<file path="src/hw/rtl/mcd_pkg.sv">
// Shared types and constants for the monotone centred derivative block.
// No dependencies; imported by every module of the block.
package mcd_pkg;

    localparam int MAX_POINTS = 1024;
    localparam int IDX_W      = $clog2(MAX_POINTS);
    localparam logic [IDX_W-1:0] COUNT_MAX = IDX_W'(MAX_POINTS - 1);

    // Configuration port
    localparam int CFG_W     = 10;
    localparam int CFG_IDX_W = 1;
    localparam logic [CFG_IDX_W-1:0] REG_WINDOW_FIRST = 1'b0;
    localparam logic [CFG_IDX_W-1:0] REG_WINDOW_LAST  = 1'b1;

    // Shared divider: 49-bit remainder, divisor and quotient
    localparam int DIV_W     = 49;
    localparam int DIV_CNT_W = 6;
    localparam logic [DIV_CNT_W-1:0] DIV_STEPS_SLOPE  = 6'd49;
    localparam logic [DIV_CNT_W-1:0] DIV_STEPS_WEIGHT = 6'd17;
    localparam logic [DIV_CNT_W-1:0] DIV_STEPS_FINAL  = 6'd32;

    // Weight L = 2^16 + r, with 3 * 2^16 as the full scale
    localparam int LW_W = 18;
    localparam logic [LW_W-1:0] LW_UNIT  = 18'd65536;
    localparam logic [LW_W-1:0] LW_EQUAL = 18'd98304;
    localparam logic [LW_W-1:0] LW_TOTAL = 18'd196608;

    typedef struct packed {
        logic signed [31:0] sample_value;
        logic [30:0]        spacing;
        logic               end_of_sequence;
    } t_in_item;

    typedef struct packed {
        logic [IDX_W-1:0]   point_index;
        logic signed [31:0] slope;
        logic               last_of_run;
    } t_out_item;

    typedef struct packed {
        logic [IDX_W-1:0] window_first;
        logic [IDX_W-1:0] window_last;
    } t_cfg;

    typedef struct packed {
        logic                 start;
        logic [DIV_W-1:0]     rem_init;
        logic [DIV_W-1:0]     num;
        logic [DIV_W-1:0]     den;
        logic [DIV_CNT_W-1:0] steps;
    } t_div_req;

    typedef struct packed {
        logic             done;
        logic [DIV_W-1:0] quot;
    } t_div_rsp;

    typedef struct packed {
        logic      valid;
        t_out_item item;
    } t_res;

endpackage

</file>
<file path="src/hw/rtl/mcd_div.sv">
// Radix-2 restoring divider, one quotient bit per cycle, shared by all divisions.
// Depends on mcd_pkg.
module mcd_div import mcd_pkg::*; (
    input  logic     i_clk,
    input  logic     i_rst_n,
    input  t_div_req i_req,
    output t_div_rsp o_rsp
);

    logic                 r_busy;
    logic                 r_done;
    logic [DIV_CNT_W-1:0] r_cnt;
    logic [DIV_W-1:0]     r_rem;
    logic [DIV_W-1:0]     r_num;
    logic [DIV_W-1:0]     r_den;
    logic [DIV_W-1:0]     r_quot;

    logic [DIV_W:0] trial;
    logic [DIV_W:0] trial_sub;
    logic           fits;

    // Remainder stays below the divisor, so the trial value needs one extra bit
    always_comb begin
        trial     = {r_rem, r_num[DIV_W-1]};
        trial_sub = trial - {1'b0, r_den};
        fits      = (trial >= {1'b0, r_den});
    end

    always_ff @(posedge i_clk) begin
        if (!i_rst_n) begin
            r_busy <= 1'b0;
            r_done <= 1'b0;
            r_cnt  <= '0;
        end else begin
            r_done <= r_busy && (r_cnt == DIV_CNT_W'(1));
            if (i_req.start) begin
                r_busy <= 1'b1;
                r_cnt  <= i_req.steps;
            end else if (r_busy) begin
                r_cnt <= r_cnt - DIV_CNT_W'(1);
                if (r_cnt == DIV_CNT_W'(1)) begin
                    r_busy <= 1'b0;
                end
            end
        end
    end

    always_ff @(posedge i_clk) begin
        if (i_req.start) begin
            r_rem  <= i_req.rem_init;
            r_num  <= i_req.num;
            r_den  <= i_req.den;
            r_quot <= '0;
        end else if (r_busy) begin
            r_rem  <= fits ? trial_sub[DIV_W-1:0] : trial[DIV_W-1:0];
            r_num  <= {r_num[DIV_W-2:0], 1'b0};
            r_quot <= {r_quot[DIV_W-2:0], fits};
        end
    end

    assign o_rsp.done = r_done;
    assign o_rsp.quot = r_quot;

endmodule

</file>
<file path="src/hw/rtl/mcd_core.sv">
// Sequencer and datapath: interval slope, weight and harmonic mean on one divider.
// Depends on mcd_pkg and mcd_div.
module mcd_core import mcd_pkg::*; (
    input  logic     i_clk,
    input  logic     i_rst_n,
    input  logic     i_valid,
    output logic     o_ready,
    input  t_in_item i_item,
    input  t_cfg     i_cfg,
    output t_res     o_res,
    input  logic     i_res_ready
);

    localparam logic [3:0] S_IDLE       = 4'd0;
    localparam logic [3:0] S_SLOPE_LD   = 4'd1;
    localparam logic [3:0] S_SLOPE_WAIT = 4'd2;
    localparam logic [3:0] S_SIGN       = 4'd3;
    localparam logic [3:0] S_WGT_WAIT   = 4'd4;
    localparam logic [3:0] S_MUL_AB     = 4'd5;
    localparam logic [3:0] S_MUL_LB     = 4'd6;
    localparam logic [3:0] S_MUL_LA     = 4'd7;
    localparam logic [3:0] S_FIN_LD     = 4'd8;
    localparam logic [3:0] S_FIN_WAIT   = 4'd9;
    localparam logic [3:0] S_EMIT0      = 4'd10;
    localparam logic [3:0] S_EMIT1      = 4'd11;

    function automatic logic [31:0] mag32(input logic [31:0] x);
        return x[31] ? (~x + 32'd1) : x;
    endfunction

    // Signed result from a quotient magnitude, clamped to 32 bits
    function automatic logic [31:0] sat_quot(input logic neg, input logic [DIV_W-1:0] q);
        logic [31:0] res;
        if (neg) begin
            res = (q > DIV_W'(33'h080000000)) ? 32'h80000000 : (~q[31:0] + 32'd1);
        end else begin
            res = (q > DIV_W'(33'h07FFFFFFF)) ? 32'h7FFFFFFF : q[31:0];
        end
        return res;
    endfunction

    logic [3:0]       r_state, n_state;
    logic [IDX_W-1:0] r_count;
    logic [31:0]      r_prior_value;
    logic [30:0]      r_prior_spacing;
    logic [31:0]      r_prior_slope;

    t_in_item         r_cur;
    logic [31:0]      r_der;
    logic [31:0]      r_res0;
    logic             r_neg;
    logic [31:0]      r_a;
    logic [31:0]      r_b;
    logic [LW_W-1:0]  r_lw;
    logic [63:0]      r_prod;
    logic [63:0]      r_num;
    logic [DIV_W-1:0] r_den;

    t_div_req         div_req;
    t_div_rsp         div_rsp;

    logic [32:0]      val_diff;
    logic [32:0]      diff_mag;
    logic             both_pos;
    logic             both_neg;
    logic [31:0]      span;
    logic [IDX_W-1:0] idx0;
    logic             emit0;
    logic             emit1;
    logic             run_done;
    logic [31:0]      mul_x;
    logic [31:0]      mul_y;
    logic [63:0]      mul_p;

    mcd_div u_div (
        .i_clk   (i_clk),
        .i_rst_n (i_rst_n),
        .i_req   (div_req),
        .o_rsp   (div_rsp)
    );

    always_comb begin
        val_diff = {r_cur.sample_value[31], r_cur.sample_value}
                 - {r_prior_value[31], r_prior_value};
        diff_mag = val_diff[32] ? (~val_diff + 33'd1) : val_diff;
        both_pos = !r_prior_slope[31] && (r_prior_slope != '0)
                && !r_der[31] && (r_der != '0);
        both_neg = r_prior_slope[31] && r_der[31];
        span     = {1'b0, r_prior_spacing} + {1'b0, r_cur.spacing};
        idx0     = (r_count == IDX_W'(1)) ? '0 : (r_count - IDX_W'(1));
        emit0    = (idx0 >= i_cfg.window_first) && (idx0 <= i_cfg.window_last);
        emit1    = r_cur.end_of_sequence
                && (r_count >= i_cfg.window_first) && (r_count <= i_cfg.window_last);
        run_done = (r_state == S_EMIT1) && (!emit1 || i_res_ready);
    end

    // One multiplier, operands picked by step
    always_comb begin
        case (r_state)
            S_MUL_LB: begin
                mul_x = {14'd0, r_lw};
                mul_y = r_b;
            end
            S_MUL_LA: begin
                mul_x = {14'd0, LW_TOTAL - r_lw};
                mul_y = r_a;
            end
            default: begin
                mul_x = r_a;
                mul_y = r_b;
            end
        endcase
        mul_p = mul_x * mul_y;
    end

    always_comb begin
        n_state          = r_state;
        div_req.start    = 1'b0;
        div_req.rem_init = '0;
        div_req.num      = {diff_mag, 16'd0};
        div_req.den      = DIV_W'(r_cur.spacing);
        div_req.steps    = DIV_STEPS_SLOPE;
        o_res.valid      = 1'b0;
        o_res.item.point_index = idx0;
        o_res.item.slope       = r_res0;
        o_res.item.last_of_run = !emit1;
        unique case (r_state)
            S_IDLE: begin
                if (i_valid && (r_count != '0)) begin
                    n_state = S_SLOPE_LD;
                end
            end
            S_SLOPE_LD: begin
                if (r_cur.spacing == '0) begin
                    n_state = S_SIGN;
                end else begin
                    div_req.start = 1'b1;
                    n_state       = S_SLOPE_WAIT;
                end
            end
            S_SLOPE_WAIT: begin
                if (div_rsp.done) begin
                    n_state = S_SIGN;
                end
            end
            S_SIGN: begin
                // quotient below 2^17, so the top bits of hR*2^16 preload the remainder
                div_req.rem_init = DIV_W'(r_cur.spacing[30:1]);
                div_req.num      = {r_cur.spacing[0], (DIV_W-1)'(0)};
                div_req.den      = DIV_W'(span);
                div_req.steps    = DIV_STEPS_WEIGHT;
                if ((r_count == IDX_W'(1)) || !(both_pos || both_neg)) begin
                    n_state = S_EMIT0;
                end else if (span == '0) begin
                    n_state = S_MUL_AB;
                end else begin
                    div_req.start = 1'b1;
                    n_state       = S_WGT_WAIT;
                end
            end
            S_WGT_WAIT: begin
                if (div_rsp.done) begin
                    n_state = S_MUL_AB;
                end
            end
            S_MUL_AB: n_state = S_MUL_LB;
            S_MUL_LB: n_state = S_MUL_LA;
            S_MUL_LA: n_state = S_FIN_LD;
            S_FIN_LD: begin
                // quotient below 2^32: n/2^16 preloads the remainder
                div_req.start    = 1'b1;
                div_req.rem_init = DIV_W'(r_num[63:16]);
                div_req.num      = {r_num[15:0], 33'd0};
                div_req.den      = r_den;
                div_req.steps    = DIV_STEPS_FINAL;
                n_state          = S_FIN_WAIT;
            end
            S_FIN_WAIT: begin
                if (div_rsp.done) begin
                    n_state = S_EMIT0;
                end
            end
            S_EMIT0: begin
                o_res.valid = emit0;
                if (!emit0 || i_res_ready) begin
                    n_state = S_EMIT1;
                end
            end
            S_EMIT1: begin
                o_res.valid            = emit1;
                o_res.item.point_index = r_count;
                o_res.item.slope       = r_der;
                o_res.item.last_of_run = 1'b1;
                if (run_done) begin
                    n_state = S_IDLE;
                end
            end
            default: n_state = S_IDLE;
        endcase
    end

    assign o_ready = (r_state == S_IDLE);

    // Control and carried sequence state
    always_ff @(posedge i_clk) begin
        if (!i_rst_n) begin
            r_state         <= S_IDLE;
            r_count         <= '0;
            r_prior_value   <= '0;
            r_prior_spacing <= '0;
            r_prior_slope   <= '0;
        end else begin
            r_state <= n_state;
            if ((r_state == S_IDLE) && i_valid && (r_count == '0)) begin
                r_prior_value   <= i_item.sample_value;
                r_prior_spacing <= i_item.spacing;
                r_prior_slope   <= '0;
                r_count         <= i_item.end_of_sequence ? '0 : IDX_W'(1);
            end else if (run_done) begin
                r_prior_value   <= r_cur.sample_value;
                r_prior_spacing <= r_cur.spacing;
                r_prior_slope   <= r_der;
                if (r_cur.end_of_sequence) begin
                    r_count <= '0;
                end else if (r_count != COUNT_MAX) begin
                    r_count <= r_count + IDX_W'(1);
                end
            end
        end
    end

    // Working registers
    always_ff @(posedge i_clk) begin
        case (r_state)
            S_IDLE: begin
                r_cur <= i_item;
            end
            S_SLOPE_LD: begin
                r_neg <= val_diff[32];
                if (val_diff[32]) begin
                    r_der <= 32'h80000000;
                end else if (val_diff != '0) begin
                    r_der <= 32'h7FFFFFFF;
                end else begin
                    r_der <= '0;
                end
            end
            S_SLOPE_WAIT: begin
                if (div_rsp.done) begin
                    r_der <= sat_quot(r_neg, div_rsp.quot);
                end
            end
            S_SIGN: begin
                r_a   <= mag32(r_prior_slope);
                r_b   <= mag32(r_der);
                r_neg <= both_neg;
                r_lw  <= LW_EQUAL;
                if (r_count == IDX_W'(1)) begin
                    r_res0 <= r_der;
                end else begin
                    r_res0 <= '0;
                end
            end
            S_WGT_WAIT: begin
                if (div_rsp.done) begin
                    r_lw <= LW_UNIT + LW_W'(div_rsp.quot[16:0]);
                end
            end
            S_MUL_AB: begin
                r_prod <= mul_p;
            end
            S_MUL_LB: begin
                r_num <= {r_prod[62:0], 1'b0} + r_prod;
                r_den <= mul_p[DIV_W-1:0];
            end
            S_MUL_LA: begin
                r_den <= r_den + mul_p[DIV_W-1:0];
            end
            S_FIN_WAIT: begin
                if (div_rsp.done) begin
                    r_res0 <= sat_quot(r_neg, div_rsp.quot);
                end
            end
            default: begin
            end
        endcase
    end

endmodule

</file>
<file path="src/hw/rtl/monotone_centered_derivative.sv">
// Top level of the monotone centred derivative block: configuration registers,
// result output register and checks. Depends on mcd_pkg and mcd_core.

// Takes a stream of samples (signed Q16.16 value, unsigned Q15.16 spacing from the previous
// sample, end-of-sequence flag) and returns the derivative at each point, limited to
// the point indices in [window_first, window_last]. Interior points get the
// Fritsch-Butland weighted harmonic mean of the two neighbouring interval slopes,
// zero where the slopes disagree in sign or one is zero; the end points take their
// one-sided slope. A point's result is known once the next sample is in, so an item
// yields up to two results (the previous point, and the current one when it ends the
// sequence); last_of_run marks the final result of an item. The first sample of a
// sequence is only stored, and input ready stays high. Every other sample runs its
// interval slope through the single radix-2 divider (49 quotient steps, skipped
// when the spacing is zero); where the slopes agree in sign the weight division
// (17 steps), three multiplier steps and the final division (32 steps) follow on
// the same divider. Input ready is low from accept until the item's results have
// gone into the output register, including any wait for room there. The last result
// of an item sits in the output register, so the next item can be taken while it
// waits. Configuration writes take effect at once and belong in idle periods.
module monotone_centered_derivative import mcd_pkg::*; (
    input  logic                 i_clk,
    input  logic                 i_rst_n,
    input  logic                 i_valid,
    output logic                 o_ready,
    input  t_in_item             i_item,
    output logic                 o_valid,
    input  logic                 i_ready,
    output t_out_item            o_item,
    input  logic                 i_cfg_we,
    input  logic [CFG_IDX_W-1:0] i_cfg_index,
    input  logic [CFG_W-1:0]     i_cfg_data
);

    t_cfg      r_cfg;
    logic      r_out_valid;
    t_out_item r_out_item;

    t_res      core_res;
    logic      res_ready;

    // Output register is free, or emptying this cycle
    assign res_ready = !r_out_valid || i_ready;

    mcd_core u_core (
        .i_clk       (i_clk),
        .i_rst_n     (i_rst_n),
        .i_valid     (i_valid),
        .o_ready     (o_ready),
        .i_item      (i_item),
        .i_cfg       (r_cfg),
        .o_res       (core_res),
        .i_res_ready (res_ready)
    );

    // Window registers
    always_ff @(posedge i_clk) begin
        if (!i_rst_n) begin
            r_cfg.window_first <= '0;
            r_cfg.window_last  <= COUNT_MAX;
        end else if (i_cfg_we) begin
            unique case (i_cfg_index)
                REG_WINDOW_FIRST: r_cfg.window_first <= i_cfg_data;
                REG_WINDOW_LAST:  r_cfg.window_last  <= i_cfg_data;
            endcase
        end
    end

    // Result output register
    always_ff @(posedge i_clk) begin
        if (!i_rst_n) begin
            r_out_valid <= 1'b0;
        end else if (res_ready) begin
            r_out_valid <= core_res.valid;
        end
    end

    always_ff @(posedge i_clk) begin
        if (res_ready && core_res.valid) begin
            r_out_item <= core_res.item;
        end
    end

    assign o_valid = r_out_valid;
    assign o_item  = r_out_item;

    // The core only offers results while it holds an item
    a_res_while_busy: assert property (@(posedge i_clk) disable iff (!i_rst_n)
        core_res.valid |-> !o_ready)
        else $error("result offered while input side ready");

    // Nothing leaves outside the window
    a_in_window: assert property (@(posedge i_clk) disable iff (!i_rst_n)
        o_valid |-> (o_item.point_index >= r_cfg.window_first)
                 && (o_item.point_index <= r_cfg.window_last))
        else $error("result outside configured window");

    // A non-final result means the item's second result is still pending
    a_pending_second: assert property (@(posedge i_clk) disable iff (!i_rst_n)
        (o_valid && !o_item.last_of_run) |-> !o_ready)
        else $error("input ready while the run is incomplete");

    // A freshly accepted item cannot produce a result on the next cycle
    a_no_instant_result: assert property (@(posedge i_clk) disable iff (!i_rst_n)
        (i_valid && o_ready) |=> !core_res.valid)
        else $error("result straight after accept");

endmodule

</file>
<file path="config.mk">
export PLATFORM = sky130hd
export DESIGN_NAME = monotone_centered_derivative
export DESIGN_NICKNAME = d
export VERILOG_FILES = /design/src/hw/rtl/mcd_pkg.sv /design/src/hw/rtl/mcd_div.sv /design/src/hw/rtl/mcd_core.sv /design/src/hw/rtl/monotone_centered_derivative.sv
export SDC_FILE = /design/constraint.sdc
export NUM_CORES = 2
export LEC_CHECK = 0
export BUFFER_PORTS_ARGS = -buffer_cell sky130_fd_sc_hd__buf_2
export CELL_PAD_IN_SITES_DETAIL_PLACEMENT = 0
export CELL_PAD_IN_SITES_GLOBAL_PLACEMENT = 1
export CORE_AREA = 2 2 418 420
export CTS_CLUSTER_DIAMETER = 60
export CTS_CLUSTER_SIZE = 30
export DETAILED_ROUTE_END_ITERATION = 16
export DIE_AREA = 0 0 420 422
export GPL_TIMING_DRIVEN = 0
export HOLD_SLACK_MARGIN = 0.02
export PLACE_DENSITY = 0.91
export SYNTH_ARGS = -nofsm -noshare
export SYNTH_HDL_FRONTEND = slang
export SYNTH_HIERARCHICAL = 1
export SYNTH_SLANG_ARGS = --single-unit
</file>
<file path="constraint.sdc">
create_clock -name i_clk -period 12.2 [get_ports i_clk]
set_clock_uncertainty 0.05 [all_clocks]
set_input_delay 2.44 -clock i_clk [delete_from_list [all_inputs] [get_ports i_clk]]
set_output_delay 2.44 -clock i_clk [all_outputs]
set_load 0.005 [all_outputs]
</file>
# Word level (Yosys, flattened, before mapping)
# Index checks and enable logic that the tools add are counted.
# classes
n_addsub	14
mul	1
magnitude_cmp	7
n_eq_ne	20
mux	55
bitwise	6
n_reduce_logical	48
# op_table
cell	count
case mux 152 bit (2 select lines)	1
two-way mux 32 bit	9
two-way mux 49 bit	5
case mux 32 bit (2 select lines)	3
two-way mux 31 bit	5
case mux 49 bit (2 select lines)	1
adder 32 x 1 -> 32 bit (second input constant)	3
NOT 32 bit	3
adder 64 bit	1
multiplier 32 x 32 -> 64 bit	1
nonzero test 32 bit	2
greater-or-equal comparator 50 x 49 -> 1 bit	1
two-way mux 10 bit	5
adder 49 bit	1
greater-than comparator 49 x 31 -> 1 bit (second input constant)	1
greater-than comparator 49 x 32 -> 1 bit (second input constant)	1
subtractor 49 bit	1
case mux 4 bit (12 select lines)	1
two-way mux 43 bit	1
case mux 18 bit (2 select lines)	1
adder 33 x 1 -> 33 bit (second input constant)	1
two-way mux 33 bit	1
NOT 33 bit	1
nonzero test 33 bit	1
38 further kinds	100
# totals
ff_bits	765
input_bits	80
wordCells	183

# Longest topological paths before layout
# depth
depth_word	10
depth_mapped	50
depth_no_buf	45

# By module
# The synthesis kept the hierarchy.
# by_module_without_submodules
mod	n_inst	cells_each	area_per_inst_um2	seq_area_each_um2
mcd_core	1	7611	67128.1	13833.3
mcd_div	1	1069	11260.8	5555.3
monotone_centered_derivative	1	137	2190.9	1711.6

# Worst setup path before layout
# No wires, ideal clock.
# synth_path
path_kind	reg-to-reg
start	register u_core.r_state[0]
end	register u_core.r_den[48] (data pin)
setup_time_ns	0.263
arrival_ns	11.269
t_required_ns	11.887
path_slack_ns	0.619
path_stages_with_launch	49
cell_sequence	dfxtp_1 -> clkbuf_1 -> and2_1 -> clkbuf_1 -> and2_1 -> clkbuf_1 -> buf_1 -> clkbuf_1 -> nand2_1 -> nand2_1 -> clkbuf_1 -> nand2_1 -> fa_1 -> inv_1 -> fa_1 -> fa_1 -> inv_1 -> fa_1 -> (+13 left out) -> o221a_2 -> nor2_1 -> o21ai_0 -> a21oi_1 -> xnor2_1 -> ha_1 -> clkbuf_1 -> a21o_1 -> a21o_1 -> a21oi_1 -> o21ai_0 -> a21o_1 -> a21o_1 -> nor3b_1 -> a221oi_1 -> or4b_2 -> nand3_1 -> xor2_1
# synth_via
elab_chain_cells	5
word_cells_on_any_way	7
classes_between	add/sub (1); mul (1); eq/ne (2); mux (3)
# synth_rtl
element	line	rtl
start: declaration	mcd_core.sv:42	logic [3:0] r_state, n_state;
start signal: assignment	mcd_core.sv:213	r_state <= n_state;
== test 4 x 3 -> 1 bit	mcd_core.sv:99	case (r_state)
case mux 32 bit (2 select lines) / two-way mux 32 bit (equally long branches)	mcd_core.sv:99	
multiplier 32 x 32 -> 64 bit *	mcd_core.sv:113	mul_p = mul_x * mul_y;
net u_core.mul_p[37]	mcd_core.sv:73	logic [63:0] mul_p;
adder 49 bit *	mcd_core.sv:277	r_den <= r_den + mul_p[DIV_W-1:0];
case mux 49 bit (2 select lines) *	mcd_core.sv:234	case (r_state)
end signal: assignment	mcd_core.sv:274	r_den <= mul_p[DIV_W-1:0];
end signal: assignment	mcd_core.sv:277	
end: declaration	mcd_core.sv:57	logic [DIV_W-1:0] r_den;
# The timed path passes the listed nets; every way through them passes the cells marked *.
# A chain may end at the register's enable or synchronous reset.

# Worst setup path after layout
# layout_path
start	register u_core.r_state[1]
end	register u_core.r_den[48] (data pin)
# The elaborated chain is that of the path after synthesis.

==> impl_metrics.yaml <==
route:
  viasPerCell: 5.873
  drt_iter0_markers: 6592
  wl_per_cell_um: 25.87
  ant_nets: 0
  wirelength_um: 296300
  drtPass1Iterations: 9
  drc: 0
  via_count: 67270
synth:
  ys_types: 106
  syn_avg_cell_area_sq_um: 9.139
  synth_xor_xnor_area_share_pct: 3.946
  async_flop_share_pct: 0
  synth_edf_count: 578
  ys_warn_count: 6
  synth_flop_cell: "edfxtp_1"
  synthAdderAreaFrac_pct: 30.75
  yosys.area_share.simple_pct: 15.40
  synth_seq_cells: 765
  synth_area_sq_um: 80580
  synthMuxAreaShare_pct: 2.815
  synth_compound_area_share_pct: 13.17
  syn_inst: 8817
  synth_top_family_by_area: "adder cells"
  ys_seq_area_share_pct: 26.19
clocking:
  cts_tree: "yes"
  cts.path.max_buffers: 3
  clock_latency_ns: 0.73
  cts-root-buf: "clkbuf_16"
  h-tree-depth: 3
  numCtsBuffers: 70
  clock_sinks: 765
  path_clk_slew_ns: 0.09
  cts_hold_buf: 0
floorplan:
  die_w_um: 420
  start_util_pct: 46.61
  die_height_um: 422
  dieArea_sq_um: 177200
  core.rowCount: 153
  io_pins: 125
  coreArea_sq_um: 172900
global_route:
  grt_max_degree: 66
  grt_pass1_vias: 66910
  antenna_found_initial: 12
  track_usage_pct: 33.19
  grt_pass1_wl_um: 434600
  gr-total-overflow: 0
finish:
  mostFrequentLayoutCell: "nand2_1"
  drive_gt1_share_pct: 8.185
  final_cell_mix: "nand2_1, inv_1, fa_1"
  synthToLayoutAreaGrowth_pct: 9.938
  nets: 10590
worst_setup_path:
  crit_family: "adder cells"
  reg2reg_slack_ns: 0.23
  crit_buf_inv: 8
  cp.required_ns: 12.57
  worst_setup_path_end_kind: "flop"
  slowest_delay_ns: 0.68
  critPathSlowestCell: "fa_1"
  worst_ep_arrival_time_ns: 12.35
  startpoint_type: "flop"
  crit_fanout: 10
  cpMostUsedCell: "fa_1"
  crit_type: "flop to flop"
run:
  cap_violations: 0
outcome:
  status: "finished, final reports clean"
timing:
  relSlewSlack_pct: 1.906
  final.setup.worst_slack_ns: 0.2265
  fin_crit_sh_pct: 98.14
  min_period_ns: 11.97
  max_freq_ghz: 0.08352
  worst_pin_slew_ns: 1.460
  setup_violations: 0
  final-max-slew-violation-count: 0
  hold_viol: 0
placed_design:
  dp_slack_ns: -3.065
  numPortBuffers: 124
  place_congestion: 1.062
  hpwl_um: 240400
hold_path:
  hp-class: "flop to flop"
[final cells by class]
| class | instances | area [sq um] |
|---|---|---|
| diodes | 2 | 5.005 |
| well taps | 2325 | 2909 |
| multi-input cells | 6440 | 54240 |
| plain buffers | 435 | 2101 |
| repair buffers | 193 | 1340 |
| flip-flops and latches | 765 | 21100 |
| fillers | 16140 | 84280 |
| clock buffers | 78 | 1803 |
| inverters | 1165 | 4373 |
| clock inverters | 50 | 713.2 |
[cell usage after synthesis, drive strengths merged (21+ instances only)]
cell type     n  share of area (%)
a22o         61               0.66
nand2b       58               0.45
a21oi       303                1.9
a31oi        54               0.42
xnor2       239                2.6
o311ai       53               0.58
a211oi       69               0.67
a22oi        28               0.26
or3          42               0.33
nand2      1277                5.9
o21ai       353                2.2
and3         52               0.41
buf          57               0.39
xor2        124                1.3
dfxtp       187                4.6
o31ai        63               0.59
mux2i       167                2.1
nor2        803                3.7
or2          21               0.16
o21a         54               0.50
o211ai       68               0.70
or4          22               0.20
nor3b        21               0.20
nand4        59               0.46
nor4         45               0.37
o21bai       51               0.48
ha          539                8.4
nor3         82               0.53
a21o        240                2.2
mux2         53               0.74
and2        112               0.87
clkbuf      410                1.9
inv        1164                5.4
fa          901                 22
nor2b        40               0.32
nand3       141               0.88
edfxtp      578                 22
[worst reg2reg max path: cells and delay by family, from the launching register on]
| family | cells | cell delay (ns) |
|---|---|---|
| XOR/XNOR | 2 | 0.26 |
| flip-flops | 1 | 0.33 |
| adder cells (fa/ha/maj) | 10 | 4.91 |
| buffers and inverters | 8 | 1.55 |
| AO/OA/AOI/OAI | 11 | 1.92 |
| AND/OR/NAND/NOR | 9 | 2.67 |
[final timing paths]
path	startpoint	end	cells past startpoint
worst max-delay path	u_core/r_state[1]	u_core/r_den[48]	40
worst min-delay path	r_cfg[15]	r_cfg[15]	2
worst max register to register	u_core/r_state[1]	u_core/r_den[48]	40
worst min register to register	r_cfg[15]	r_cfg[15]	2
[what timing repair did]
| item | CTS | global route |
|---|---|---|
| cloned | 1 | 0 |
| endpoints found under the setup margin | 63 | 15 |
| buffers inserted | 22 | 16 |
| pin swaps | 11 | 20 |
| gates resized for setup | 292 | 135 |
[flip-flops by register name, indices dropped and copies added, names as in the netlist, 6 cells and up]
register	cells
u_core/r_cur	64
u_core/r_num	64
u_core/r_prod	64
u_core/r_den	49
u_core/u_div/r_den	49
u_core/u_div/r_num	49
u_core/u_div/r_quot	49
u_core/u_div/r_rem	49
o_item	43
u_core/r_a	32
u_core/r_b	32
u_core/r_der	32
u_core/r_prior_slope	32
u_core/r_prior_value	32
u_core/r_res0	32
u_core/r_prior_spacing	31
r_cfg	20
u_core/r_lw	18
u_core/r_count	10
u_core/u_div/r_cnt	6
[metrics by stage]
| stage | hold slack [ns] | TNS, ns | cells | cell area [sq um] | utilization, % |
|---|---|---|---|---|---|
| 2_1_floorplan | 0.3802 | 0 | 8836 | 80650 | - |
| 3_3_place_gp | 0.3995 | -274.10 | 11290 | 84180 | 48.70 |
| 3_5_place_dp | 0.4016 | -67.40 | 11320 | 84620 | 48.95 |
| 4_1_cts | 0.4146 | -0.02998 | 11440 | 88040 | 50.93 |
| 5_1_grt | 0.4283 | -0.1803 | 11450 | 88580 | 51.24 |
| 6_report | 0.4115 | 0 | 11450 | 88590 | 51.25 |
[kinds of logic after synthesis]
| family | Yosys count |
|---|---|
| xor+xnor | 363 |
| compound gates | 1573 |
| fa+ha+maj | 1440 |
| mux | 220 |
| buf+inv | 1632 |
| simple gates | 2823 |
| flops | 765 |
| other cells | 1 |
[metal layers]
metal | GRT usage (%) | vias up | wire length, um | part of all wire (%)
li1 | - | 29920 | - | -
met5 | 0 | - | 49 | 0.017
met3 | 7.180 | 692 | 28380 | 9.6
met2 | 50.36 | 3184 | 128700 | 43
met1 | 44.27 | 33460 | 120100 | 41
met4 | 17.81 | 10 | 19060 | 6.4
Power is left out: the tool's default activity adds up to more than one toggle a clock period on the data nets, which glitch-free logic cannot reach.
